==> src/rtl/core/mtep_pkg.sv <==
// Package for the MIDI track event parser: phase codes, result kinds and constants.
// Used by every module under rtl/core; depends on nothing.
`default_nettype none
package mtep_pkg;

    localparam int KEY_COUNT_DEF       = 88;
    localparam int NOTE_INDEX_BITS_DEF = 16;
    localparam int KEY_LOW             = 21;
    localparam int KEY_HIGH            = 108;

    localparam logic [7:0] META_BYTE   = 8'hFF;
    localparam logic [7:0] END_OF_TRK  = 8'h2F;
    localparam logic [3:0] SYS_NIBBLE  = 4'hF;
    localparam logic [3:0] NOTE_ON     = 4'h9;
    localparam logic [3:0] NOTE_OFF    = 4'h8;
    localparam logic [3:0] PROG_CHANGE = 4'hC;
    localparam logic [3:0] CHAN_PRESS  = 4'hD;

    typedef enum logic [3:0] {
        PH_DELTA, PH_TYPE, PH_META_TYPE, PH_META_LEN, PH_SYS_LEN,
        PH_SKIP, PH_DATA1, PH_DATA2, PH_DONE
    } phase_t;

    typedef enum logic [1:0] {
        KIND_START = 2'd0, KIND_LENGTH = 2'd1, KIND_END_MARK = 2'd2, KIND_END_BARE = 2'd3
    } kind_t;

    typedef enum logic [2:0] {
        ST_IDLE, ST_DIV, ST_READ, ST_EMIT1, ST_EMIT2, ST_CLEAR
    } ctl_t;

endpackage
`default_nettype wire

==> src/rtl/core/mtep_divider.sv <==
// Iterative 32-by-16 bit restoring divider, one quotient bit per cycle.
// Depends on mtep_pkg for nothing but house consistency of imports.
`default_nettype none
module mtep_divider
    import mtep_pkg::*;
(
    input  wire logic        clk,
    input  wire logic        rst_n,
    input  wire logic        start,
    input  wire logic [31:0] dividend,
    input  wire logic [15:0] divisor,
    output logic             busy,
    output logic [31:0]      quotient
);
    logic [31:0] quo_reg, quo_next;
    logic [16:0] rem_reg, rem_next;
    logic [15:0] dsr_reg, dsr_next;
    logic [5:0]  cnt_reg, cnt_next;
    logic [16:0] trial;

    always_comb
    begin
        quo_next = quo_reg;
        rem_next = rem_reg;
        dsr_next = dsr_reg;
        cnt_next = cnt_reg;
        trial    = {rem_reg[15:0], quo_reg[31]};
        if (start)
        begin
            quo_next = dividend;
            rem_next = '0;
            dsr_next = (divisor == 16'd0) ? 16'd1 : divisor;
            cnt_next = 6'd32;
        end
        else if (cnt_reg != 6'd0)
        begin
            cnt_next = cnt_reg - 6'd1;
            if (trial >= {1'b0, dsr_reg})
            begin
                rem_next = trial - {1'b0, dsr_reg};
                quo_next = {quo_reg[30:0], 1'b1};
            end
            else
            begin
                rem_next = trial;
                quo_next = {quo_reg[30:0], 1'b0};
            end
        end
    end

    always_ff @(posedge clk or negedge rst_n)
    begin
        if (!rst_n)
            cnt_reg <= '0;
        else
            cnt_reg <= cnt_next;
    end

    always_ff @(posedge clk)
    begin
        quo_reg <= quo_next;
        rem_reg <= rem_next;
        dsr_reg <= dsr_next;
    end

    assign busy     = (cnt_reg != 6'd0);
    assign quotient = quo_reg;
endmodule
`default_nettype wire

==> config.mk <==
export PLATFORM = sky130hd
export DESIGN_NAME = mtep_divider
export DESIGN_NICKNAME = d
export VERILOG_FILES = /design/src/rtl/core/mtep_pkg.sv /design/src/rtl/core/mtep_divider.sv
export SDC_FILE = /design/constraint.sdc
export NUM_CORES = 1
export LEC_CHECK = 0
export ABC_CLOCK_PERIOD_IN_PS = 3000
export BUFFER_PORTS_ARGS = -buffer_cell sky130_fd_sc_hd__buf_2
export CAP_MARGIN = 20
export CELL_PAD_IN_SITES_DETAIL_PLACEMENT = 1
export CELL_PAD_IN_SITES_GLOBAL_PLACEMENT = 2
export CORE_ASPECT_RATIO = 1.5
export CORE_MARGIN = 2
export CORE_UTILIZATION = 25
export DETAILED_ROUTE_END_ITERATION = 6
export PLACE_DENSITY = 0.64
export SYNTH_ARGS = -nofsm -noshare
export SYNTH_HDL_FRONTEND = slang
export SYNTH_SLANG_ARGS = --single-unit
==> constraint.sdc <==
create_clock -name clk -period 3 [get_ports clk]
set_clock_uncertainty 0.05 [all_clocks]
set_input_delay 0.6 -clock clk [delete_from_list [all_inputs] [get_ports clk]]
set_output_delay 0.6 -clock clk [all_outputs]
set_load 0.005 [all_outputs]
Word level (Yosys, flattened, before mapping). Cells that the tools add are included.

Bits in latches: 0. Bits in read-only memories: 0. Logic and storage cells: 16. Output and inout port bits: 33. Memories kept: 0. Register bits after elaboration: 70. Memory bits (writable): 0.

Bitwise operators: 0. Muxes and demuxes: 6. $mul: 0. Equal/unequal tests: 0. Reduce and logical (&&, ||, !) cells: 3. Add/sub/neg operators: 2. Order comparisons: 1. Div/mod/pow operators: 0. Shifts and indexed selects: 0.

Operator list (count): 2-to-1 mux 32 bit (2); greater-or-equal comparator 17 x 16 -> 1 bit (1); zero test 16 bit (1); 2-to-1 mux 16 bit (1); subtractor 16 bit (1); 2-to-1 mux 6 bit (2); nonzero test 6 bit (1); subtractor 6 x 1 -> 6 bit, second input constant (1); nonzero test 2 bit (1); 2-to-1 mux 1 bit (1).

Longest topological paths before layout. Gate-level depths: netlist of run 1.

Depth in word-level cells: 4. Mapped depth: 11. Mapped depth without buffers: 11.

Worst setup path after synthesis of run 1. OpenSTA, ideal clock, no wires.

Kind: register -> register. Start point: reg quo_reg[31], in the netlist quotient[31]. End point: reg rem_reg[14]. Slack: 508 ps. Arrival time: 2357 ps. Data required time: 2864 ps. Clock period less this slack: 2492 ps. Stages on the path, launching flop included: 12. Setup time: 86 ps. Path through: edfxtp_1 > inv_1 > ha_1 > inv_1 > fa_1 > a211oi_1 > o21ai_0 > a31o_2 > a41oi_1 > xnor2_1 > mux2i_1 > a211oi_1.

Word-level cells in the longest chain between the ends: 2.

RTL lines: from (decl) (RTL line mtep_divider.sv:15) `logic [31:0] quo_reg, quo_next;`; from (signal assigned) (RTL line mtep_divider.sv:61) `quo_reg <= quo_next;`; subtractor 16 bit or greater-or-equal comparator 17 x 16 -> 1 bit (tied branches) (RTL line mtep_divider.sv:40, mtep_divider.sv:38); 2-to-1 mux 16 bit * (RTL line mtep_divider.sv:38) `if (trial >= {1'b0, dsr_reg})`; to (signal assigned) (RTL line mtep_divider.sv:62) `rem_reg <= rem_next;`; to (decl) (RTL line mtep_divider.sv:16) `logic [16:0] rem_reg, rem_next;`.

Mark *: on every way between the ends. The rest lies on a longest branch, timed or not. A chain may end at the register's enable or synchronous reset.

Worst setup path after layout of run 1. Ends and elaborated chain as after synthesis.

==> results.md, run 1 <==
- Average vias per placed instance: 4.52
- Max-slew headroom: 0.512
- Drt wl/cell: 16.0 µm
- Post-route ant nets: 0
- DRC errors left: 0
- Number of synthesized register bits: 70
- GRT overflow: 0
- Post-synthesis cell type count: 51
- 1st-iter DRT viols: 46
- Layout cells sized above 1: 0.356
- Clock power share: 0.272
- DP HPWL: 7590 µm
- Fin. Hold Viols: 0
- Final nets: 485
- Sequential area share after synthesis: 0.501
- Max-Cap Viols: 0
- CTS Root Cell: clkbuf_16
- Largest net degree at the start of global routing: 33
- Setup crit end kind: register
- RSZ-0062 raised after global routing: no
- Worst reg2reg setup slack: 0.27 ns
- PortBufs: 83
- Sinks on Clock Net: 70
- Worst Setup EP: rem_reg[14]$_SDFFE_PP0P_
- Top_reg_cell synth: edfxtp_1
- Die Footprint: 0.0163 mm²
- Area share of the largest cell type after synthesis: 0.378
- Sw frac: 0.348
- Yosys Warn Count: 0
- H-Tree Depth: 3
- Placed cell area: 0.00441 mm²
- Synthesized area per cell: 11.2 µm²
- IR Drop Worst-Case VDD: 399 µV
- CTS buffer count: 9
- Antenna diode count: 0
- Die Y: 155 µm
- Area Overhead vs Synth: 24.3%
- Chip Width: 105 µm
- Most numerous cell in the Yosys netlist: edfxtp_1
- Tot Pwr: 4.31 mW
- Nature of the critical path startpoint: register
- Finished Cell Area: 0.00474 mm²
- CTS max path bufs: 2
- Placed insts: 604
- Post CTS Setup Buffer Count: 0
- Reg2Reg Launch Point: quotient[31]$_DFFE_PP_
- Clock latency on the worst-skew pair: 0.34 ns
- Crit path arrival time: 2.93 ns
- Number of synthesized flops with an enable pin: 48
- 1st-pass router iterations: 4
- Hold Buf Count CTS: 0
- CP Class: register to register
- Syn Inst Count: 341
- Sequential power share: 0.346
- I/O pins: 84
- Setup TNS: 0 ns
- Hold Slack: 0.0217 ns
- Initial core utilization: 0.254
- GRT Total Usage: 0.127
- Drt total wl: 9920 µm
- # rows: 55
- Post-route insts no fill: 620
- Hold crit path type: input port to asynchronous set/reset pin
- Area contributors post-synth: edfxtp_1 38%, mux2_2 9.2%, dfxtp_1 8.4%
- Fin. max-slew vios: 0
- Switching pwr: 1.50 mW
- Final min period: 2.73 ns
- TritonCTS clock tree: built
- CP required: 3.20 ns
- Clk pin slew, worst setup/hold paths: 0.06 ns
- Via count: 2802
- Worst-path fanout max: 3
- Reg2reg end: rem_reg[14]$_SDFFE_PP0P_
- Status: complete, no violations
- Max FFs per register: 32
- Mapped Area: 0.00381 mm²
- Internal power: 2.81 mW
- Worst setup path start: quotient[31]$_DFFE_PP_
- Power share of the combinational group: 0.382
- Core footprint: 0.0150 mm²
- Worst Reg-to-Reg Cells: 11
- Gp weighted congestion: 0.771
- Power density over the cells: 911 mW/mm²
- Setup violators final: 0
- First-pass GRT wire length: 15800 µm
- Vias in the first global route: 3038
- Syn nets: 410
- Period utilization: 0.911
- Max Freq: 0.366 GHz
- Post-CTS sizing: 0
- Commonest cells post-synth: 48 x edfxtp_1, 31 x mux2_2, 28 x nor2_1
- Async SR Flop Fraction: 0.0857
- Synth area leader: edfxtp_1
- Worst Max-Slew Pin Slew: 0.726 ns
- Initial antenna violation count: 0
- Leak: 2.09 nW
-- kinds of logic (layout without fill, tap and decap cells) --
family	Yosys count	in the layout	synth area share
AND/OR/NAND/NOR	74	74	0.0948
AO/OA/AOI/OAI	70	70	0.131
flip-flops	70	70	0.501
buffers and inverters	52	132	0.0558
multiplexers	44	44	0.126
adder cells (fa/ha/maj)	18	18	0.0610
XOR/XNOR	13	13	0.0299
-- stage by stage --
stage / utilization / worst slack (ns)
6_report: 0.316 / 0.267
5_1_grt: 0.316 / 0.0510
4_1_cts: 0.316 / 0.245
3_5_place_dp: 0.294 / 0.261
2_1_floorplan: - / 0.508
3_3_place_gp: 0.294 / 0.368
-- routing by layer --
metal,part of all wire,GRT usage
met1,0.38,0.131
met2,0.56,0.241
met3,0.041,0.0331
met4,0.017,0.0495
met5,0,0
-- critical path, cell delays in order, from the launching register on --
cell,delay [ns]
edfxtp_1,0.40
inv_1,0.08
ha_1,0.16
inv_1,0.05
fa_1,0.42
a211oi_1,0.24
o21ai_0,0.19
a31o_2,0.32
a41oi_1,0.24
xnor2_1,0.14
mux2i_1,0.09
a211oi_1,0.26
-- worst min path at each step --
stage               slack (ns)  depth (start not counted)                endpoint
floorplan                 0.25                          0  cnt_reg[0]$_DFFE_PN0P_
global placement          0.38                          1  cnt_reg[3]$_DFFE_PN0P_
detailed placement        0.38                          1  cnt_reg[4]$_DFFE_PN0P_
CTS                       0.01                          1  cnt_reg[4]$_DFFE_PN0P_
global route              0.02                          1  cnt_reg[4]$_DFFE_PN0P_
finish                    0.02                          1  cnt_reg[4]$_DFFE_PN0P_
-- cell type report --
cell class / instances / area [µm²]
clock buffers: 11 / 243
clock inverters: 5 / 81.3
fillers: 1763 / 10300
inverters: 26 / 97.6
multi-input cells: 219 / 1690
flip-flops and latches: 70 / 1910
well taps: 199 / 249
repair buffers: 90 / 468
-- placed cells by master (no fill, tap or decap), types with 2 or more instances in the layout --
cell / n
a211oi_1: 15
a211oi_2: 2
a21o_1: 4
a21oi_1: 17
a21oi_2: 2
buf_2: 83
buf_4: 7
bufinv_16: 2
clkbuf_16: 9
dfrtp_1: 6
dfxtp_1: 16
edfxtp_1: 48
ha_1: 17
inv_1: 26
mux2_2: 31
mux2i_1: 13
nand2_1: 19
nand2b_1: 4
nand3_1: 2
nor2_1: 28
nor3_1: 7
nor4_1: 3
o2111ai_1: 2
o21ai_0: 12
or3_1: 4
xnor2_1: 7
xor2_1: 6
-- power by group through the flow --
stage | sequential, mW | combinational, mW | clock (mW)
finish | 1.49 | 1.65 | 1.17
global route | 1.53 | 1.84 | 1.25
CTS | 1.50 | 1.68 | 1.21
detailed placement | 1.51 | 1.67 | 0
global placement | 1.50 | 1.65 | 0
floorplan | 1.47 | 1.24 | 0
No activity file was read; power rests on OpenSTA's default activity.
==> inputs of run 2 (changes only) <==
--- a/config.mk
+++ b/config.mk
@@ -5,6 +5,7 @@
 export SDC_FILE = /design/constraint.sdc
 export NUM_CORES = 1
 export LEC_CHECK = 0
+export ABC_AREA = 1
 export ABC_CLOCK_PERIOD_IN_PS = 3000
 export BUFFER_PORTS_ARGS = -buffer_cell sky130_fd_sc_hd__buf_2
 export CAP_MARGIN = 20
@@ -14,7 +15,7 @@
 export CORE_MARGIN = 2
 export CORE_UTILIZATION = 25
 export DETAILED_ROUTE_END_ITERATION = 6
-export PLACE_DENSITY = 0.64
+export PLACE_DENSITY = 0.69
 export SYNTH_ARGS = -nofsm -noshare
 export SYNTH_HDL_FRONTEND = slang
 export SYNTH_SLANG_ARGS = --single-unit
==> run 2 against run 1 <==
  * Area after synthesis rose by 8.6%
  * Clock-buffer cell count did not move
  * Largest cell class unchanged
  * Critical path depth fell by 3
  * Non-clock buffer count fell by 2
  * Total power rose by 3.9%
  * Worst hold slack improved by 0.0068 ns
  * Combinational power rose by 22%
  * Global-route usage rose by 2.5 points
  * First-iteration DRC count rose by 130%
  * Register-to-register slack improved by 0.40 ns
  * Cell count rose by 31%
==> results.md, run 2 <==
- Status: complete, no violations
- Worst-path fanout max: 4 (+1)
- Synthesized area per cell: 7.83 µm² (-30%)
- Finished Cell Area: 0.00499 mm² (+5.4%)
- Sinks on Clock Net: 70 (unchanged)
- Sw frac: 0.420 (+0.0714)
- DRC errors left: 0 (unchanged)
- RSZ-0062 raised after global routing: no
- Max-slew headroom: 0.415 (-0.0969)
- Post-synthesis cell type count: 39 (-24%)
- Antenna diode count: 0 (unchanged)
- Number of synthesized register bits: 70 (unchanged)
- Fin. Hold Viols: 0 (unchanged)
- Die Y: 162 µm (+4.1%)
- Power share of the combinational group: 0.449 (+0.067)
- Crit path arrival time: 1.73 ns (-1.20 ns)
- Most common cell after layout, fill and taps aside: nand2_1
- Initial antenna violation count: 0 (unchanged)
- Syn Inst Count: 529 (+55%)
- Clock latency on the worst-skew pair: 0.33 ns (about the same)
- Synth area leader: edfxtp_1
- Area contributors post-synth: edfxtp_1 35%, nand2_1 19%, dfxtp_1 7.7%
- CTS buffer count: 9 (unchanged)
- GRT overflow: 0 (unchanged)
- Worst reg2reg setup slack: 0.67 ns (+0.40 ns)
- CTS max path bufs: 2 (unchanged)
- Period utilization: 0.794 (-0.117)
- Crit path buf inv count: 4 (+2)
- I/O pins: 84 (unchanged)
- Post-CTS sizing: 0 (unchanged)
- Core footprint: 0.0162 mm² (+7.9%)
- Syn nets: 598 (+46%)
- Nature of the critical path startpoint: register
- Clock power share: 0.221 (-0.051)
- Number of synthesized flops with an enable pin: 48 (unchanged)
- Leak: 2.56 nW (+23%)
- Hold Buf Count CTS: 0 (unchanged)
- Max-Cap Viols: 0 (unchanged)
- Largest net degree at the start of global routing: 43 (+30%)
- Worst Max-Slew Pin Slew: 0.876 ns (+0.151 ns)
- Crit path max-delay cell type: dfrtp_1
- Sequential area share after synthesis: 0.462 (-0.0398)
- Yosys Warn Count: 0 (unchanged)
- Drt wl/cell: 15.3 µm (-4.6%)
- Mapped Area: 0.00414 mm² (+8.6%)
- # rows: 57 (+3.6%)
- Most repeated library cell on the critical path: inv_1
- CP Class: register to output pin
- Critical-path cell list: inv_1 > ha_1 > inv_1 > nor3_2 > nand2_1 > nor2_2 > inv_2 > buf_2
- Via count: 3535 (+26%)
- H-Tree Depth: 3 (unchanged)
- Drt total wl: 12400 µm (+25%)
- Final min period: 2.38 ns (-0.350 ns)
- Placed cell area: 0.00471 mm² (+6.8%)
- Setup TNS: 0 ns (unchanged)
- Hold crit path type: input port to asynchronous set/reset pin
- Top_reg_cell synth: edfxtp_1
- PortBufs: 83 (unchanged)
- Initial core utilization: 0.256 (+0.00169)
- Fin. max-slew vios: 0 (unchanged)
- Switching pwr: 1.88 mW (+25%)
- Final nets: 671 (+38%)
- First-pass GRT wire length: 20200 µm (+28%)
- Internal power: 2.60 mW (-7.5%)
- Most frequent cells in the layout: 208 x nand2_1, 83 x buf_2, 73 x inv_1
- Max FFs per register: 32 (unchanged)
- Post-route ant nets: 0 (unchanged)
- Vias in the first global route: 3954 (+30%)
- Power density over the cells: 898 mW/mm² (-1.4%)
- Clk pin slew, worst setup/hold paths: 0.06 ns (about the same)
- Sequential power share: 0.330 (-0.016)
- Die Footprint: 0.0176 mm² (+8.4%)
- IR Drop Worst-Case VDD: 334 µV (-16%)
- Async SR Flop Fraction: 0.0857 (unchanged)
- Commonest cells post-synth: 208 x nand2_1, 73 x inv_1, 48 x edfxtp_1
- CTS Root Cell: clkbuf_16
- Setup crit end kind: output pin
- Average vias per placed instance: 4.35 (-3.8%)
- Gp weighted congestion: 0.807 (+4.6%)
- Layout cells sized above 1: 0.209 (-0.147)
- TritonCTS clock tree: built
- Max Freq: 0.420 GHz (+15%)
- Area Overhead vs Synth: 20.6%
- CP required: 2.35 ns (-0.85 ns)
- Area share of the largest cell type after synthesis: 0.348 (-0.0300)
- Max incr delay on CP: 0.39 ns (-0.03 ns)
- Post CTS Setup Buffer Count: 0 (unchanged)
- Crit path max-delay family: simple AND/OR/NAND/NOR gates
- Chip Width: 109 µm (+4.1%)
- DP HPWL: 10100 µm (+33%)
- 1st-pass router iterations: 4 (unchanged)
- Setup violators final: 0 (unchanged)
- 1st-iter DRT viols: 105 (+130%)
- Most numerous cell in the Yosys netlist: nand2_1
- GRT Total Usage: 0.151 (+0.0245)
run 2: cell count changes after synthesis, moves of 5 or more:
| cell | change |
|---|---|
| a211oi_1 | -15 |
| a21oi_1 | -7 |
| inv_1 | +47 |
| mux2_2 | -31 |
| mux2i_1 | -13 |
| nand2_1 | +189 |
| nand3_1 | +37 |
| nand3b_1 | +5 |
| nor2_1 | -13 |
run 2: layout make-up:
cell class / instances / area (µm²)
Sequential cell: 70 / 1910
Clock buffer: 11 / 243
Timing Repair Buffer: 88 / 453
Multi-Input combinational cell: 356 / 1800
Inverter: 77 / 289
Fill cell: 1991 / 11200
Tap cell: 206 / 258
Clock inverter: 5 / 36.3
run 2: final timing paths:
| kind | start | end | depth (start not counted) |
|---|---|---|---|
| worst max-delay path | cnt_reg[0]$_DFFE_PN0P_ | busy | 8 |
| worst min-delay path | rst_n | cnt_reg[5]$_DFFE_PN0P_ | 1 |
| worst min register to register | rem_reg[15]$_SDFFE_PP0P_ | rem_reg[15]$_SDFFE_PP0P_ | 2 |
| max in group asynchronous | rst_n | cnt_reg[4]$_DFFE_PN0P_ | 1 |
| min in group clk | divisor[11] | dsr_reg[11]$_SDFFCE_PN0P_ | 1 |
| worst max register to register | dsr_reg[9]$_SDFFCE_PN0P_ | rem_reg[3]$_SDFFE_PP0P_ | 11 |
run 2: worst register-to-register path: cells and delay by family, from the launching register on:
family | cells | cell delay [ns]
AOI/OAI and AO/OA | 1 | 0.07
adders and majority gates | 1 | 0.39
buffers and inverters | 2 | 0.16
and+or+nand+nor | 7 | 1.17
DFF | 1 | 0.32
run 2: power by group through the flow:
stage          logic, mW  registers, mW  clock network, mW
3_5_place_dp        2.03           1.49                  0
3_3_place_gp        2.02           1.49                  0
4_1_cts             2.05           1.48               1.02
5_1_grt             2.31           1.51               1.07
6_report            2.01           1.48              0.990
2_1_floorplan       1.51           1.44                  0
run 2: per-layer routing:
layer / global-route usage / vias up / routed length (µm)
met1: 0.156 / 1641 / 4760
met5: 0 / - / 0
met4: 0.0507 / 0 / 181
li1: - / 1812 / -
met3: 0.0295 / 11 / 464
met2: 0.294 / 71 / 7010
run 2: kinds of logic after synthesis:
kind of cell,count (synthesis),synth area share
buffers and inverters,103,0.103
flip-flops,70,0.462
AND/OR/NAND/NOR,299,0.318
adder cells (fa/ha/maj),18,0.0562
AO/OA/AOI/OAI,29,0.0402
XOR/XNOR,10,0.0211
run 2: through the flow:
step           power, mW  utilization  worst slack (ns)  hold WS, ns  cells
5_1_grt             4.89        0.308             0.493       0.0261    813
6_report            4.48        0.308             0.617       0.0284    813
3_3_place_gp        3.51        0.291             0.665        0.379    797
4_1_cts             4.56        0.308             0.586       0.0195    813
2_1_floorplan       2.95            -              1.07        0.254    529
3_5_place_dp        3.53        0.291             0.628        0.383    797
==> inputs of run 3 (changes only) <==
--- a/config.mk
+++ b/config.mk
@@ -6,7 +6,7 @@
 export NUM_CORES = 1
 export LEC_CHECK = 0
 export ABC_AREA = 1
-export ABC_CLOCK_PERIOD_IN_PS = 3000
+export ABC_CLOCK_PERIOD_IN_PS = 2200
 export BUFFER_PORTS_ARGS = -buffer_cell sky130_fd_sc_hd__buf_2
 export CAP_MARGIN = 20
 export CELL_PAD_IN_SITES_DETAIL_PLACEMENT = 1
==> constraint.sdc (replaced) <==
create_clock -name clk -period 2.2 [get_ports clk]
set_clock_uncertainty 0.05 [all_clocks]
set_input_delay 0.44 -clock clk [delete_from_list [all_inputs] [get_ports clk]]
set_output_delay 0.44 -clock clk [all_outputs]
set_load 0.005 [all_outputs]
==> run 3 against run 2 <==
  * First-iteration DRC count is 30% higher
  * Utilization is 1.7 points higher
  * Clock power is 45% higher
  * Clock-buffer cell count is 1 lower
  * Global-route usage is 0.33 points lower
  * Critical path type unchanged
  * Cell count is 2.1% higher
  * Setup slack worse by 0.55 ns
  * Combinational power is 51% higher
  * Final area is 5.5% higher
  * Critical path depth stayed put
==> results.md, run 3 (synthesized netlist as in run 2, its figures left out) <==
- IR Drop Worst-Case VDD: 483 µV (+45%)
- Busiest grt layer: met2
- Hold Slack: 0.255 ns (+0.227 ns)
- Layout cells sized above 1: 0.256 (+0.0472)
- Vias in the first global route: 3895 (-1.5%)
- TritonCTS clock tree: built
- Area Overhead vs Synth: 27.3%
- Drt wl/cell: 15.1 µm (-1.3%)
- Internal power: 3.83 mW (+47%)
- Sequential power share: 0.311 (-0.019)
- Setup WS post-layout: 0.0684 ns (-0.549 ns)
- Sinks on Clock Net: 70 (unchanged)
- Most common cell after layout, fill and taps aside: nand2_1
- CTS buffer count: 9 (unchanged)
- Max FFs per register: 32 (unchanged)
- Clock power share: 0.222 (about the same)
- Largest net degree at the start of global routing: 43 (unchanged)
- Post-route insts no fill: 830 (+2.1%)
- CTS max path bufs: 2 (unchanged)
- Max-Cap Viols: 0 (unchanged)
- Initial antenna violation count: 0 (unchanged)
- 1st-iter DRT viols: 136 (+30%)
- Max-slew headroom: 0.681 (+0.266)
- Crit path max-delay cell type: dfrtp_1
- Worst Max-Slew Pin Slew: 0.479 ns (-0.397 ns)
- M1 GR Usage: 0.161 (+0.00477)
- Sw frac: 0.411 (-0.00871)
- Routing usage on met3: 0.0262 (-0.00323)
- Met2 usage: 0.280 (-0.0141)
- PortBufs: 83 (unchanged)
- Initial core utilization: 0.256 (unchanged)
- Die Footprint: 0.0176 mm² (unchanged)
- GRT Total Usage: 0.148 (-0.00333)
- Clk pin slew, worst setup/hold paths: 0.06 ns (about the same)
- CP required: 1.71 ns (-0.64 ns)
- Via count: 3627 (+2.6%)
- Switching pwr: 2.67 mW (+42%)
- Max incr delay on CP: 0.39 ns (about the same)
- Place WS: 0.0740 ns (-0.554 ns)
- Nature of the critical path startpoint: register
- DRC errors left: 0 (unchanged)
- Setup TNS: 0 ns (unchanged)
- Antenna diode count: 0 (unchanged)
- Average vias per placed instance: 4.37 (+0.50%)
- Most frequent cells in the layout: 203 x nand2_1, 83 x buf_2, 70 x inv_1
- Placed insts: 805 (+1.0%)
- Crit path buf inv count: 4 (unchanged)
- Tot Pwr: 6.51 mW (+45%)
- Die Y: 162 µm (unchanged)
- Core footprint: 0.0162 mm² (unchanged)
- Final nets: 688 (+2.5%)
- H-Tree Depth: 3 (unchanged)
- Status: complete, no violations
- CTS Root Cell: clkbuf_16
- # rows: 57 (unchanged)
- Drt total wl: 12500 µm (+0.78%)
- Crit path arrival time: 1.64 ns (-0.09 ns)
- Final min period: 2.13 ns
- Gp weighted congestion: 0.744 (-7.8%)
- Fin. Hold Viols: 0 (unchanged)
- Post-route ant nets: 0 (unchanged)
- Chip Width: 109 µm (unchanged)
- Hold crit path type: input port to register
- Clock latency on the worst-skew pair: 0.33 ns (about the same)
- Most repeated library cell on the critical path: inv_2
- Setup violators final: 0 (unchanged)
- 1st-pass router iterations: 4 (unchanged)
- Crit path max-delay family: simple AND/OR/NAND/NOR gates
- Power share of the combinational group: 0.467 (+0.018)
- Setup crit end kind: output pin
- I/O pins: 84 (unchanged)
- GRT overflow: 0 (unchanged)
- Critical-path cell list: inv_2 > ha_4 > inv_2 > nor3_4 > nand2_2 > nor2_4 > clkinv_4 > buf_2
- DP HPWL: 9980 µm (-1.2%)
- CP Class: register to output pin
- Fin. max-slew vios: 0 (unchanged)
- Worst-path fanout max: 3 (-1)
- Power density over the cells: 1230 mW/mm² (+38%)
- Leak: 2.68 nW (+4.4%)
- Max Freq: 0.469 GHz
- Period utilization: 0.969
- First-pass GRT wire length: 20000 µm (-1.4%)
==> run 3: changes by cell type in the layout (fill, tap and decap cells not counted), sizes merged <==
| cell | delta |
|---|---|
| buf | +16 |
| bufinv | +1 |
| clkbuf | -1 |
| clkinv | +2 |
| clkinvlp | -1 |
| dlygate4sd3 | +1 |
| inv | -1 |
==> run 3: worst paths after layout <==
path | cells past startpoint | endpoint | startpoint | slack, ns
max in group asynchronous | 2 | cnt_reg[0]$_DFFE_PN0P_ | rst_n | 1.55
min reg2reg | 2 | rem_reg[15]$_SDFFE_PP0P_ | rem_reg[15]$_SDFFE_PP0P_ | 0.43
max | 8 | busy | cnt_reg[0]$_DFFE_PN0P_ | 0.07
max reg2reg | 11 | quotient[30]$_DFFE_PP_ | cnt_reg[0]$_DFFE_PN0P_ | 0.15
min | 1 | dsr_reg[8]$_SDFFCE_PN0P_ | divisor[8] | 0.26
min in group asynchronous | 2 | cnt_reg[4]$_DFFE_PN0P_ | rst_n | 0.41
==> run 3: power by group through the flow <==
stage	clock network (mW)	registers, mW	logic [mW]
floorplan	0	1.96	2.06
global placement	0	2.02	2.78
detailed placement	0	2.03	2.82
CTS	1.47	2.02	2.85
global route	1.52	2.07	3.46
finish	1.44	2.02	3.04
==> run 3: what timing repair did <==
action	4_1_cts	5_1_grt
buffers inserted	0	8
gates cloned	0	0
setup endpoints to repair	1	11
pin swaps	0	5
endpoints found under the hold margin	6	0
gates resized for setup	1	24
hold buffers	1	0
==> run 3: through the flow <==
step	util	instance area [µm²]
final	0.326	5270
after global routing	0.326	5270
after CTS	0.316	5120
after detailed placement	0.297	4810
after global placement	0.297	4810
after floorplan	-	4140
==> run 3: area by class of cell <==
cell class | count | area, µm²
Clock buffer | 10 | 229
Clock inverter | 6 | 63.8
Fill cell | 1964 | 10900
Inverter | 77 | 294
Multi-Input combinational cell | 356 | 1890
Sequential cell | 70 | 1910
Tap cell | 206 | 258
Timing Repair Buffer | 105 | 624
==> run 3: worst reg2reg max path: stages (launching register included) <==
cell	delay, ns
dfrtp_1	0.39
inv_2	0.10
ha_4	0.14
inv_2	0.04
nor3_4	0.20
nand2_2	0.09
nor2_4	0.16
clkinv_4	0.07
buf_4	0.16
nor2_8	0.08
inv_2	0.11
buf_12	0.20
==> run 3: routing by layer <==
layer	part of all wire	wire length, µm
met1	0.40	4990
met2	0.55	6900
met3	0.034	428
met4	0.016	198
met5	0	0
